[config.mk]
export PLATFORM = sky130hd
export DESIGN_NAME = touch_report_rate_gate
export DESIGN_NICKNAME = d
export VERILOG_FILES = /design/src/design/trrg_pkg.sv /design/src/design/trrg_cfg.sv /design/src/design/trrg_decide.sv /design/src/design/touch_report_rate_gate.sv
export VERILOG_INCLUDE_DIRS = /design/src /design/src/design
export SDC_FILE = /design/constraint.sdc
export NUM_CORES = 1
export LEC_CHECK = 0
export BUFFER_PORTS_ARGS = -buffer_cell sky130_fd_sc_hd__buf_2
export CORE_MARGIN = 2
export CORE_UTILIZATION = 35
export DETAILED_ROUTE_END_ITERATION = 16
export PLACE_DENSITY = 0.49
export SLEW_MARGIN = 20
export SYNTH_ARGS = -nofsm -noshare
export SYNTH_HDL_FRONTEND = slang
export SYNTH_SLANG_ARGS = --single-unit
[constraint.sdc]
create_clock -name clk_i -period 9 [get_ports clk_i]
set_clock_uncertainty 0.05 [all_clocks]
set_input_delay 1.35 -clock clk_i [delete_from_list [all_inputs] [get_ports clk_i]]
set_output_delay 1.35 -clock clk_i [all_outputs]
set_load 0.05 [all_outputs]
[src/design/touch_report_rate_gate_macros.svh]
// assertion helpers for the rate gate decision module
`ifndef TOUCH_REPORT_RATE_GATE_MACROS_SVH
`define TOUCH_REPORT_RATE_GATE_MACROS_SVH

// checked only out of reset
`define TRRG_ASSERT(name, prop, msg) \
  name: assert property (@(posedge clk_i) disable iff (!rst_ni) prop) else $error(msg);

// checked at every edge, reset included
`define TRRG_ASSERT_ALWAYS(name, prop, msg) \
  name: assert property (@(posedge clk_i) prop) else $error(msg);

`endif

[src/design/trrg_pkg.sv]
`timescale 1ns / 1ps

package trrg_pkg;

  localparam int unsigned IdW       = 8;
  localparam int unsigned CoordW    = 16;
  localparam int unsigned NumCoords = 4;
  localparam int unsigned TimeW     = 64;
  localparam int unsigned IntervalW = 32;
  localparam int unsigned ResendW   = 4;
  localparam int unsigned CfgIdxW   = 4;
  localparam int unsigned CfgDataW  = 32;

  localparam logic [IntervalW-1:0] MoveIntervalRst = 32'd8000000;
  localparam logic [ResendW-1:0]   HealCountRst    = 4'd2;

  typedef enum logic [1:0] {
    DEC_SKIP  = 2'd0,
    DEC_FRESH = 2'd1,
    DEC_HEAL  = 2'd2
  } decision_e;

  typedef enum logic [CfgIdxW-1:0] {
    REG_MOVE_INTERVAL = 4'd0,
    REG_HEAL_COUNT    = 4'd1
  } cfg_reg_e;

  typedef struct packed {
    logic [IntervalW-1:0] move_interval;
    logic [ResendW-1:0]   heal_resend_count;
  } cfg_t;

  // coordinate order: finger0 x, finger0 y, finger1 x, finger1 y
  typedef struct packed {
    logic                                f0_active;
    logic                                f1_active;
    logic                                click;
    logic [IdW-1:0]                      f0_id;
    logic [IdW-1:0]                      f1_id;
    logic [NumCoords-1:0][CoordW-1:0]    coords;
    logic [TimeW-1:0]                    now_time;
  } snapshot_t;

endpackage

[src/design/trrg_cfg.sv]
`timescale 1ns / 1ps

module trrg_cfg
  import trrg_pkg::*;
(
  input  logic                clk_i,
  input  logic                rst_ni,
  input  logic                cfg_valid_i,
  output logic                cfg_ready_o,
  input  logic [CfgIdxW-1:0]  cfg_idx_i,
  input  logic [CfgDataW-1:0] cfg_wdata_i,
  output cfg_t                cfg_o
);

  cfg_t cfg_q;
  cfg_t cfg_d;

  assign cfg_ready_o = 1'b1;
  assign cfg_o       = cfg_q;

  always_comb begin
    cfg_d = cfg_q;
    if (cfg_valid_i) begin
      unique case (cfg_reg_e'(cfg_idx_i))
        REG_MOVE_INTERVAL: cfg_d.move_interval     = cfg_wdata_i[IntervalW-1:0];
        REG_HEAL_COUNT:    cfg_d.heal_resend_count = cfg_wdata_i[ResendW-1:0];
        default:           cfg_d = cfg_q;
      endcase
    end
  end

  always_ff @(posedge clk_i or negedge rst_ni) begin
    if (!rst_ni) begin
      cfg_q.move_interval     <= MoveIntervalRst;
      cfg_q.heal_resend_count <= HealCountRst;
    end else begin
      cfg_q <= cfg_d;
    end
  end

endmodule

[src/design/trrg_decide.sv]
`timescale 1ns / 1ps
`include "touch_report_rate_gate_macros.svh"

module trrg_decide
  import trrg_pkg::*;
(
  input  logic      clk_i,
  input  logic      rst_ni,
  input  logic      fire_i,
  input  snapshot_t snap_i,
  input  cfg_t      cfg_i,
  output decision_e decision_o
);

  snapshot_t        sent_q;
  snapshot_t        sent_d;
  logic [ResendW-1:0] resends_left_q;
  logic [ResendW-1:0] resends_left_d;

  logic             edge_det;
  logic             moved;
  logic [TimeW-1:0] elapsed;
  logic             passed;
  decision_e        decision;

  // sent_q.now_time holds the time of the last send
  assign elapsed  = snap_i.now_time - sent_q.now_time;
  assign passed   = !elapsed[TimeW-1] &&
                    (elapsed >= {{(TimeW-IntervalW){1'b0}}, cfg_i.move_interval});
  assign edge_det = (snap_i.f0_active != sent_q.f0_active) ||
                    (snap_i.f1_active != sent_q.f1_active) ||
                    (snap_i.click     != sent_q.click)     ||
                    (snap_i.f0_id     != sent_q.f0_id)     ||
                    (snap_i.f1_id     != sent_q.f1_id);
  assign moved    = (snap_i.coords != sent_q.coords);

  always_comb begin
    decision       = DEC_SKIP;
    sent_d         = sent_q;
    resends_left_d = resends_left_q;
    priority if (edge_det || moved) begin
      if (edge_det || passed) begin
        decision       = DEC_FRESH;
        sent_d         = snap_i;
        resends_left_d = cfg_i.heal_resend_count;
      end
    end else if ((resends_left_q != '0) && passed) begin
      decision          = DEC_HEAL;
      sent_d.now_time   = snap_i.now_time;
      resends_left_d    = resends_left_q - ResendW'(1);
    end else begin
      decision = DEC_SKIP;
    end
  end

  assign decision_o = decision;

  always_ff @(posedge clk_i or negedge rst_ni) begin
    if (!rst_ni) begin
      sent_q         <= '0;
      resends_left_q <= '0;
    end else if (fire_i) begin
      sent_q         <= sent_d;
      resends_left_q <= resends_left_d;
    end
  end

  `TRRG_ASSERT(heal_uses_one_resend, fire_i && (decision == DEC_HEAL) |=> resends_left_q == ($past(resends_left_q) - 4'd1), "heal did not use up one resend")
  `TRRG_ASSERT(fresh_refills, fire_i && (decision == DEC_FRESH) |=> (resends_left_q == $past(cfg_i.heal_resend_count)) && (sent_q.now_time == $past(snap_i.now_time)), "fresh send did not refill state")
  `TRRG_ASSERT(skip_keeps_state, fire_i && (decision == DEC_SKIP) |=> $stable(sent_q) && $stable(resends_left_q), "skip changed the sent state")
  `TRRG_ASSERT_ALWAYS(heal_needs_resend, !rst_ni || (decision != DEC_HEAL) || (resends_left_q != '0), "heal with no resend left")

endmodule

[src/design/touch_report_rate_gate.sv]
`timescale 1ns / 1ps

// Rate gate for two-finger touchpad snapshots: each accepted word gives one
// decision word (skip, fresh or heal). One word is taken every cycle unless
// the output stalls; the snapshot is registered, judged against the last sent
// snapshot by logic that also updates that snapshot, and the decision is
// registered. Configuration writes are always ready and should only be made
// while no word is in flight.
module touch_report_rate_gate
  import trrg_pkg::*;
(
  input  logic                     clk_i,
  input  logic                     rst_ni,
  input  logic                     cfg_valid_i,
  output logic                     cfg_ready_o,
  input  logic [CfgIdxW-1:0]       cfg_idx_i,
  input  logic [CfgDataW-1:0]      cfg_wdata_i,
  input  logic                     in_valid_i,
  output logic                     in_stall_o,
  input  logic                     finger0_active_i,
  input  logic                     finger1_active_i,
  input  logic                     click_down_i,
  input  logic [IdW-1:0]           finger0_id_i,
  input  logic [IdW-1:0]           finger1_id_i,
  input  logic signed [CoordW-1:0] finger0_x_i,
  input  logic signed [CoordW-1:0] finger0_y_i,
  input  logic signed [CoordW-1:0] finger1_x_i,
  input  logic signed [CoordW-1:0] finger1_y_i,
  input  logic signed [TimeW-1:0]  now_time_i,
  output logic                     out_valid_o,
  input  logic                     out_stall_i,
  output logic [1:0]               decision_o
);

  cfg_t      cfg;
  snapshot_t snap_in;
  snapshot_t snap_q;
  logic      in_valid_q;
  logic      out_valid_q;
  decision_e decision;
  decision_e decision_q;
  logic      advance;
  logic      fire;

  trrg_cfg u_cfg (
    .clk_i       (clk_i),
    .rst_ni      (rst_ni),
    .cfg_valid_i (cfg_valid_i),
    .cfg_ready_o (cfg_ready_o),
    .cfg_idx_i   (cfg_idx_i),
    .cfg_wdata_i (cfg_wdata_i),
    .cfg_o       (cfg)
  );

  always_comb begin
    snap_in.f0_active = finger0_active_i;
    snap_in.f1_active = finger1_active_i;
    snap_in.click     = click_down_i;
    snap_in.f0_id     = finger0_id_i;
    snap_in.f1_id     = finger1_id_i;
    snap_in.coords[0] = finger0_x_i;
    snap_in.coords[1] = finger0_y_i;
    snap_in.coords[2] = finger1_x_i;
    snap_in.coords[3] = finger1_y_i;
    snap_in.now_time  = now_time_i;
  end

  assign advance    = !out_valid_q || !out_stall_i;
  assign fire       = in_valid_q && advance;
  assign in_stall_o = in_valid_q && !advance;

  trrg_decide u_decide (
    .clk_i      (clk_i),
    .rst_ni     (rst_ni),
    .fire_i     (fire),
    .snap_i     (snap_q),
    .cfg_i      (cfg),
    .decision_o (decision)
  );

  // input word register
  always_ff @(posedge clk_i or negedge rst_ni) begin
    if (!rst_ni) begin
      in_valid_q <= 1'b0;
    end else if (!in_stall_o) begin
      in_valid_q <= in_valid_i;
    end
  end

  always_ff @(posedge clk_i) begin
    if (in_valid_i && !in_stall_o) begin
      snap_q <= snap_in;
    end
  end

  // result word register
  always_ff @(posedge clk_i or negedge rst_ni) begin
    if (!rst_ni) begin
      out_valid_q <= 1'b0;
    end else if (advance) begin
      out_valid_q <= in_valid_q;
    end
  end

  always_ff @(posedge clk_i) begin
    if (fire) begin
      decision_q <= decision;
    end
  end

  assign out_valid_o = out_valid_q;
  assign decision_o  = decision_q;

endmodule

Word-level counts from Yosys, hierarchy flattened
Index checks and enable logic that the tools add are counted.

word-level totals
  register bits = 338
  latch bits = 0
  memory bits (writable) = 0
  memory bits (read-only) = 0
  output and inout port bits = 5
  word-level logic and storage cells = 70
  memories kept = 0

operators by class
  add/sub/neg operators = 2
  multiply operators = 0
  divide/modulo/power cells = 0
  magnitude comparators = 1
  equality and inequality tests = 8
  shift operators = 0
  mux-type cells = 9
  bitwise gates (word level) = 0
  reductions and logical operators = 24

operator list
  kind                 number
  $mux 64              3
  $ge 64x32->1         1
  $ne 64x64->1         1
  $sub 64x64->64       1
  $ne 8x8->1           2
  $mux 4               3
  $logic_or 1x1->1     7
  $reduce_and 3->1     2
  $logic_and 1x1->1    5
  $logic_not 1->1      5
  $eq 4x1->1 const B   1
  $logic_not 4->1      1
  $mux 2               2
  $reduce_and 2->1     2
  $reduce_bool 4->1    1
  $sub 4x1->4 const B  1
  $ne 1x1->1           3
  $ne 2x2->1 const B   1
  $reduce_bool 2->1    1
  $mux 1               1

Logic depth before layout (Yosys ltp)
Gate-level depths: netlist of run 1.

  depth in word-level cells = 8
  mapped depth = 26

Modules after synthesis
Synthesis of run 1 repeated with hierarchy kept, for this count alone.

second synthesis, totals
  cell total of the unflattened synthesis = 1,569
  area, all modules = 18,510.3 um^2

modules (own cells, without submodules)
  module                  instances  cells each  area each (um^2)  sequential area each (um^2)
  trrg_decide             1          1,332       12,529.5          3,778.6
  touch_report_rate_gate  1          157         4,566.9           4,524.3
  trrg_cfg                1          80          1,413.9           910.9

Worst setup path before layout of run 1
Ideal clock, no wire load.

  path type = input port to flip-flop
  start = input port out_stall_i
  end = register snap_q[0] (netlist name), enable pin
  library setup time = 0.525 ns
  arrival = 4.858 ns
  slack = 3.567 ns
  cell stages on the path = 2
  path through = nand3_1 > and2_1

on the way
  word-level cells in the longest chain between the ends = 6

ends and longest elaborated chain
  what                  RTL line                      source
  start, declared       touch_report_rate_gate.sv:31  input logic out_stall_i,
  $logic_not 1->1       touch_report_rate_gate.sv:68  assign advance = !out_valid_q || !out_stall_i;
  $logic_or 1x1->1      touch_report_rate_gate.sv:68
  $logic_not 1->1       touch_report_rate_gate.sv:70  assign in_stall_o = in_valid_q && !advance;
  $logic_and 1x1->1     touch_report_rate_gate.sv:70
  $logic_not 1->1       touch_report_rate_gate.sv:91  if (in_valid_i && !in_stall_o) begin
  $logic_and 1x1->1     touch_report_rate_gate.sv:91
  end signal, assigned  touch_report_rate_gate.sv:92  snap_q <= snap_in;
  end, declared         touch_report_rate_gate.sv:37  snapshot_t snap_q;

No other way between the ends.
A chain may end at the register's enable or synchronous reset.

Worst setup path in the final report of run 1
  start = register snap_q[0] (netlist name)
  end = register u_decide.sent_q[12] (netlist name)

on the way
  word-level cells in the longest chain between the ends = 6
  elaborated cells on any way between the ends = 9
  those cells by class = add/sub: 1; order compare: 1; eq/ne: 1; reduce/logical: 6

ends and longest elaborated chain
  what                                                              RTL line                              source
  $sub 64x64->64 (*)                                                trrg_decide.sv:27                     assign elapsed = snap_i.now_time - sent_q.now_time;
  $ge 64x32->1 / $logic_not 1->1 (equally long branches)            trrg_decide.sv:29, trrg_decide.sv:28
  $logic_and 1x1->1 (*)                                             trrg_decide.sv:28                     assign passed = !elapsed[TimeW-1] &&
  $logic_or 1x1->1 / $logic_and 1x1->1 (equally long branches)      trrg_decide.sv:42, trrg_decide.sv:47
  $ne 2x2->1 (no line) / $reduce_bool 2->1 (equally long branches)  n/a
  $reduce_and 3->1 (no line) (*)                                    n/a
  end signal, assigned                                              trrg_decide.sv:63                     sent_q <= sent_d;
  end, declared                                                     trrg_decide.sv:15                     snapshot_t sent_q;

Every way passes the cells marked *; elsewhere a longest branch is shown, timed or not.

==> flow_summary_export.csv, run 1 <==
group,metric,value,unit
timing,clock.fmax,153,MHz
finish,drive_gt1_frac,0.223,
timing,grt_setup_unrepaired,"false",
timing,setup_ws,2.45,ns
setup_path,crit_start,"snap_q[0]",
die,die_y,235,µm
clock_network,numCtsBuffers,39,
clock_network,cts_tree,"built",
worst_hold_path,hold_class,"reg2reg",
finish,mostFrequentLayoutCell,"buf_2",
synthesis,syn_area,18700,µm²
die,row_count,84,
route,first_pass_iters,5,
synthesis,synth_warnings,0,
timing,finalHoldViolCount,0,
clock_network,clkLatencyLatePin,0.56,ns
synthesis,ys_ff_latch,338,
placement,detailed_place_hpwl,36600,µm
grt,grt_pass1_wl,75300,µm
clock_network,cts_root_buffer,"clkbuf_16",
timing,slew_headroom,0.315,
power_and_ir_drop,p_per_area,247,nW/µm²
grt,antenna_found_initial,7,
placement,placedCellCount,2471,
grt,grt_pass1_vias,13366,
timing,tightestPinTransition,1.03,ns
setup_path,ff2ff_setup_slack,2.45,ns
placement,portBuffers,191,
placement,place_congestion,0.867,
clock_network,cts.clk_slew.worst_paths,0.06,ns
route,viasPerCell,5.15,
synthesis,avgSynthCellArea,11.3,µm²
finish,layout_common_cells,"buf_2, dfrtp_1, edfxtp_1",
grt,grt_max_degree,73,
setup_path,r2r-start,"snap_q[0]",
synthesis,synth_edf_count,149,
timing,period_needed,6.55,ns
setup_path,worstPathArrival,6.93,ns
synthesis,synth_ff_type,"dfrtp_1",
route,routedWlPerCell,18.9,µm
job,cap_viol_max_count,0,
die,dieArea,55200,µm²
synthesis,ys_types,89,
setup_path,startpoint_type,"flip-flop",
clock_network,cts_hold_buf,0,
finish,insertedDiodeCount,0,
clock_network,cts_resized,0,
setup_path,endpoint_kind,"flip-flop",
grt,grt-ovfl-total,0,
power_and_ir_drop,leakage,8.83,nW
timing,setup_viol,0,
setup_path,crit_end,"u_decide.sent_q[12]",
die,fp.dieW,235,µm
finish,nets,2109,
route,drcViolationCount,0,
route,drtAntennaViolNets,0,
placement,place_ws,2.27,ns
die,start_util,0.355,
clock_network,h-tree-depth,2,
power_and_ir_drop,irDropWorstVdd,0.137,mV
timing,finalSetupTns,0,ns
setup_path,critical_path_required,9.38,ns
setup_path,worstRegToRegCells,23,
clock_network,postCtsSetupBuffers,0,
outcome,status,"finished clean",
setup_path,r2r-end,"u_decide.sent_q[12]",
synthesis,syn_inst,1658,
die,ios,193,
clock_network,cts.sinks,338,
grt,grtUsageTotal,0.172,
die,design.core.area,52700,µm²
timing,finalCritPeriodShare,0.728,
finish,area_growth,14.3,%
synthesis,ys_seq_area_frac,0.493,
clock_network,clockBufferDepth,3,
route,drtIter0Drc,772,
finish,final_cells,2542,
route,wl,48000,µm
synthesis,synth-async-reset-ratio,0.559,
setup_path,path_class,"reg2reg",
timing,maxSlewViolCount,0,
route,vias,13087,
setup_path,crit_fanout,26,
synthesis,syn-num-nets,1943,
timing,whs,0.429,ns
Yosys cell counts (5+ instances only):
cell	instances	area share
o21a_1	17	0.0068
dfstp_2	8	0.011
o21bai_1	9	0.0036
buf_12	5	0.0054
o21ai_1	12	0.0032
or3_1	10	0.0033
buf_2	32	0.0086
a211oi_1	10	0.0040
o211ai_1	15	0.0060
mux2_1	36	0.022
xnor2_1	100	0.047
nand3_1	18	0.0048
mux2_4	40	0.032
dfrtp_1	181	0.24
nor2_1	72	0.014
mux2_2	76	0.046
o211a_1	7	0.0038
nand4_1	74	0.025
or4_1	6	0.0024
and3_1	8	0.0027
nand2b_1	5	0.0017
and2_1	6	0.0020
nor3_1	19	0.0051
o2111ai_1	5	0.0023
nor4_1	12	0.0040
clkbuf_1	22	0.0044
edfxtp_1	149	0.24
xor2_1	26	0.012
buf_6	12	0.0072
a31oi_1	6	0.0020
ha_1	96	0.064
a21oi_2	6	0.0028
nand2_1	123	0.025
o21ai_0	86	0.023
a211o_1	6	0.0028
a21o_1	24	0.0096
inv_1	112	0.023
a21oi_1	122	0.033
report_power, final:
part	internal, mW	switching, mW
logic	0.711	0.980
clock network	0.932	0.638
registers	1.88	0.138
total	3.52	1.76
layer usage:
layer | up-vias | routed length (µm) | global-route usage
li1 | 6373 | - | -
met1 | 6323 | 22600 | 0.235
met2 | 298 | 21700 | 0.275
met3 | 79 | 2480 | 0.0351
met4 | 14 | 1130 | 0.0529
met5 | - | 110 | 0
worst min path at each step:
stage / startpoint / endpoint / cells after the start
global placement: in_valid_q / out_valid_o / 1
CTS: in_valid_q / out_valid_o / 1
finish: in_valid_q / out_valid_o / 1
global route: in_valid_q / out_valid_o / 1
detailed placement: in_valid_q / out_valid_o / 1
floorplan: in_valid_q / out_valid_o / 1
stage by stage:
step                 util  area (µm²)  total power, mW
floorplan               -       18700             3.28
global route        0.406       21400             5.62
finish              0.406       21400             5.28
CTS                 0.405       21300             5.35
global placement    0.381       20100             3.71
detailed placement  0.381       20100             3.73
registers in the layout, indices dropped and copies added, names as in the netlist:
name                     count
decision_o                   2
in_valid_q                   1
snap_q                     147
out_valid_o                  1
u_decide.sent_q            147
u_cfg.cfg_o                 36
u_decide.resends_left_q      4
kinds of logic (layout without fill, tap and decap cells):
kind of cell    count (synthesis)  count (layout)  synth area share
compound gates                377             377             0.130
xor+xnor                      126             126            0.0591
fa+ha+maj                      97              97            0.0654
buf+inv                       187             383            0.0496
flops                         338             338             0.493
mux                           155             155             0.101
other cells                     1               1          0.000201
simple gates                  377             377             0.101
layout make-up:
cell class                      instances  area (µm²)
Fill cell                            5077       31300
Inverter                              112         420
Clock buffer                           55        1090
Clock inverter                         16         176
Tap cell                              688         861
Multi-Input combinational cell       1133        8550
Sequential cell                       338        9210
Timing Repair Buffer                  200        1040
critical path, stage by stage (launching register included):
cell and delay (ns):
edfxtp_1 0.38, inv_1 0.07, ha_1 0.16, inv_1 0.06, fa_1 0.42, a211oi_1 0.33, o21ai_1 0.23, a211oi_1 0.34
a21oi_1 0.22, a21oi_1 0.21, xnor2_1 0.20, ha_1 0.31, a211oi_1 0.21, o21ai_0 0.13, o2111ai_1 0.10, o311a_1 0.20
o21ai_0 0.07, or4_1 0.41, or4_4 0.51, nor2_4 0.17, a31oi_4 0.15, o221ai_4 0.55, buf_4 0.53, mux2_2 0.39
(Power assumes the default switching activity.)
==> run 2: changes to the inputs <==
==> constraint.sdc (replaced) <==
create_clock -name clk_i -period 6.2 [get_ports clk_i]
set_clock_uncertainty 0.05 [all_clocks]
set_input_delay 0.93 -clock clk_i [delete_from_list [all_inputs] [get_ports clk_i]]
set_output_delay 0.93 -clock clk_i [all_outputs]
set_load 0.05 [all_outputs]
==> flow_summary_export.csv, run 2 (synthesized netlist as in run 1, its figures left out) <==
group,metric,value,unit
placement,placedCellCount,2489,
route,routedWlPerCell,18.8,µm
power_and_ir_drop,power.share.clock,0.291,
setup_path,crit_start,"snap_q[2]",
finish,fin_util,0.410,
route,vias,13153,
route,wl,48300,µm
finish,mostFrequentLayoutCell,"buf_2",
clock_network,h-tree-depth,2,
route,drcViolationCount,0,
power_and_ir_drop,pwr-share-comb,0.327,
power_and_ir_drop,irDropWorstVdd,0.205,mV
route,viasPerCell,5.13,
die,dieArea,55200,µm²
die,start_util,0.355,
die,die_y,235,µm
power_and_ir_drop,p_switching,2.59,mW
power_and_ir_drop,power_frac_seq,0.382,
finish,fill_cells,5156,
setup_path,critical_path_required,6.59,ns
setup_path,worstPathArrival,6.34,ns
grt,grt-ovfl-total,0,
clock_network,cts_hold_buf,0,
finish,layout_common_cells,"buf_2, dfrtp_1, edfxtp_1",
clock_network,cts.clk_slew.worst_paths,0.06,ns
die,row_count,84,
die,ios,193,
clock_network,numCtsBuffers,40,
grt,grtUsageTotal,0.175,
placement,dpl_cell_area,20300,µm²
timing,setup_ws,0.252,ns
timing,grt_setup_unrepaired,"false",
finish,final_cells,2564,
placement,portBuffers,191,
setup_path,startpoint_type,"flip-flop",
clock_network,clockBufferDepth,3,
power_and_ir_drop,p_per_area,355,nW/µm²
power_and_ir_drop,internal_power,5.08,mW
finish,nets,2130,
finish,insertedDiodeCount,0,
timing,tightestPinTransition,0.886,ns
job,cap_viol_max_count,0,
setup_path,r2r-start,"snap_q[2]",
power_and_ir_drop,p_total,7.66,mW
clock_network,clkLatencyLatePin,0.57,ns
setup_path,r2r-end,"u_decide.sent_q[13]",
power_and_ir_drop,sw_frac_of_total,0.338,
timing,finalSetupTns,0,ns
timing,whs,0.259,ns
clock_network,cts.sinks,338,
placement,detailed_place_hpwl,36700,µm
outcome,status,"finished clean",
grt,grt_max_degree,138,
die,fp.dieW,235,µm
setup_path,crit_fanout,25,
timing,clock.fmax,168,MHz
timing,finalHoldViolCount,0,
timing,setup_viol,0,
grt,grt_pass1_vias,13676,
placement,place_ws,0.226,ns
finish,area_growth,15.6,%
route,first_pass_iters,5,
setup_path,worstRegToRegCells,21,
placement,place_congestion,0.867,
die,design.core.area,52700,µm²
timing,slew_headroom,0.409,
worst_hold_path,hold_class,"in2async",
route,drtIter0Drc,709,
grt,antenna_found_initial,8,
timing,finalCritPeriodShare,0.959,
clock_network,cts_tree,"built",
setup_path,endpoint_kind,"flip-flop",
power_and_ir_drop,leakage,8.94,nW
route,drtAntennaViolNets,0,
finish,finalInstanceArea,21600,µm²
timing,maxSlewViolCount,0,
timing,period_needed,5.95,ns
setup_path,ff2ff_setup_slack,0.25,ns
clock_network,cts_root_buffer,"clkbuf_16",
setup_path,path_class,"reg2reg",
finish,drive_gt1_frac,0.235,
grt,grt_pass1_wl,76300,µm
-- run 2: power by group through the flow --
stage          clock network, mW  registers (mW)  logic [mW]
2_1_floorplan                  0            2.92        1.84
3_3_place_gp                   0            2.96        2.46
3_5_place_dp                   0            2.97        2.49
4_1_cts                     2.32            2.93        2.50
5_1_grt                     2.40            2.97        2.80
6_report                    2.23            2.93        2.51
-- run 2: repair_timing --
action / CTS / global route
setup buffers: 0 / 1
endpoints found under the hold margin: 0 / 0
setup endpoints to repair: 0 / 147
gates resized for setup: 0 / 8
-- run 2: final cells by class --
type	count	area, µm²	share of cell area
Clock inverter	16	123	0.00568
Tap cell	688	861	0.0399
Sequential cell	338	9210	0.427
Timing Repair Buffer	220	1270	0.0590
Multi-Input combinational cell	1133	8580	0.397
Clock buffer	57	1120	0.0521
Inverter	112	420	0.0195
-- run 2: worst max path at each step --
stage / endpoint / slack, ns
after floorplan: u_decide.sent_q[15] / 1.01
after global placement: u_decide.sent_q[55] / 0.26
after detailed placement: u_decide.sent_q[55] / 0.23
after CTS: u_decide.sent_q[55] / 0.20
after global routing: u_decide.sent_q[14] / 0.002
final: u_decide.sent_q[13] / 0.25
-- run 2: routing by layer --
layer  track usage  vias to the layer above  part of all wire
met2         0.276                      289              0.45
met3        0.0388                       78             0.053
met5             0                        -            0.0022
met4        0.0527                       16             0.023
met1         0.240                     6346              0.47
li1              -                     6424                 -
-- run 2: worst max-delay path, stage by stage (launching register included) --
cell	delay (ns)
edfxtp_1	0.40
ha_1	0.39
a21oi_1	0.34
a32o_1	0.36
nor2_1	0.08
nor2_1	0.19
o21ai_0	0.15
xor2_1	0.18
ha_1	0.30
a21o_1	0.18
a21o_1	0.17
a21oi_1	0.22
nand3_1	0.19
a22o_1	0.27
or4_1	0.51
or4_4	0.52
nor2_4	0.17
a31oi_4	0.15
o221ai_4	0.25
buf_12	0.17
buf_12	0.19
mux2_2	0.35
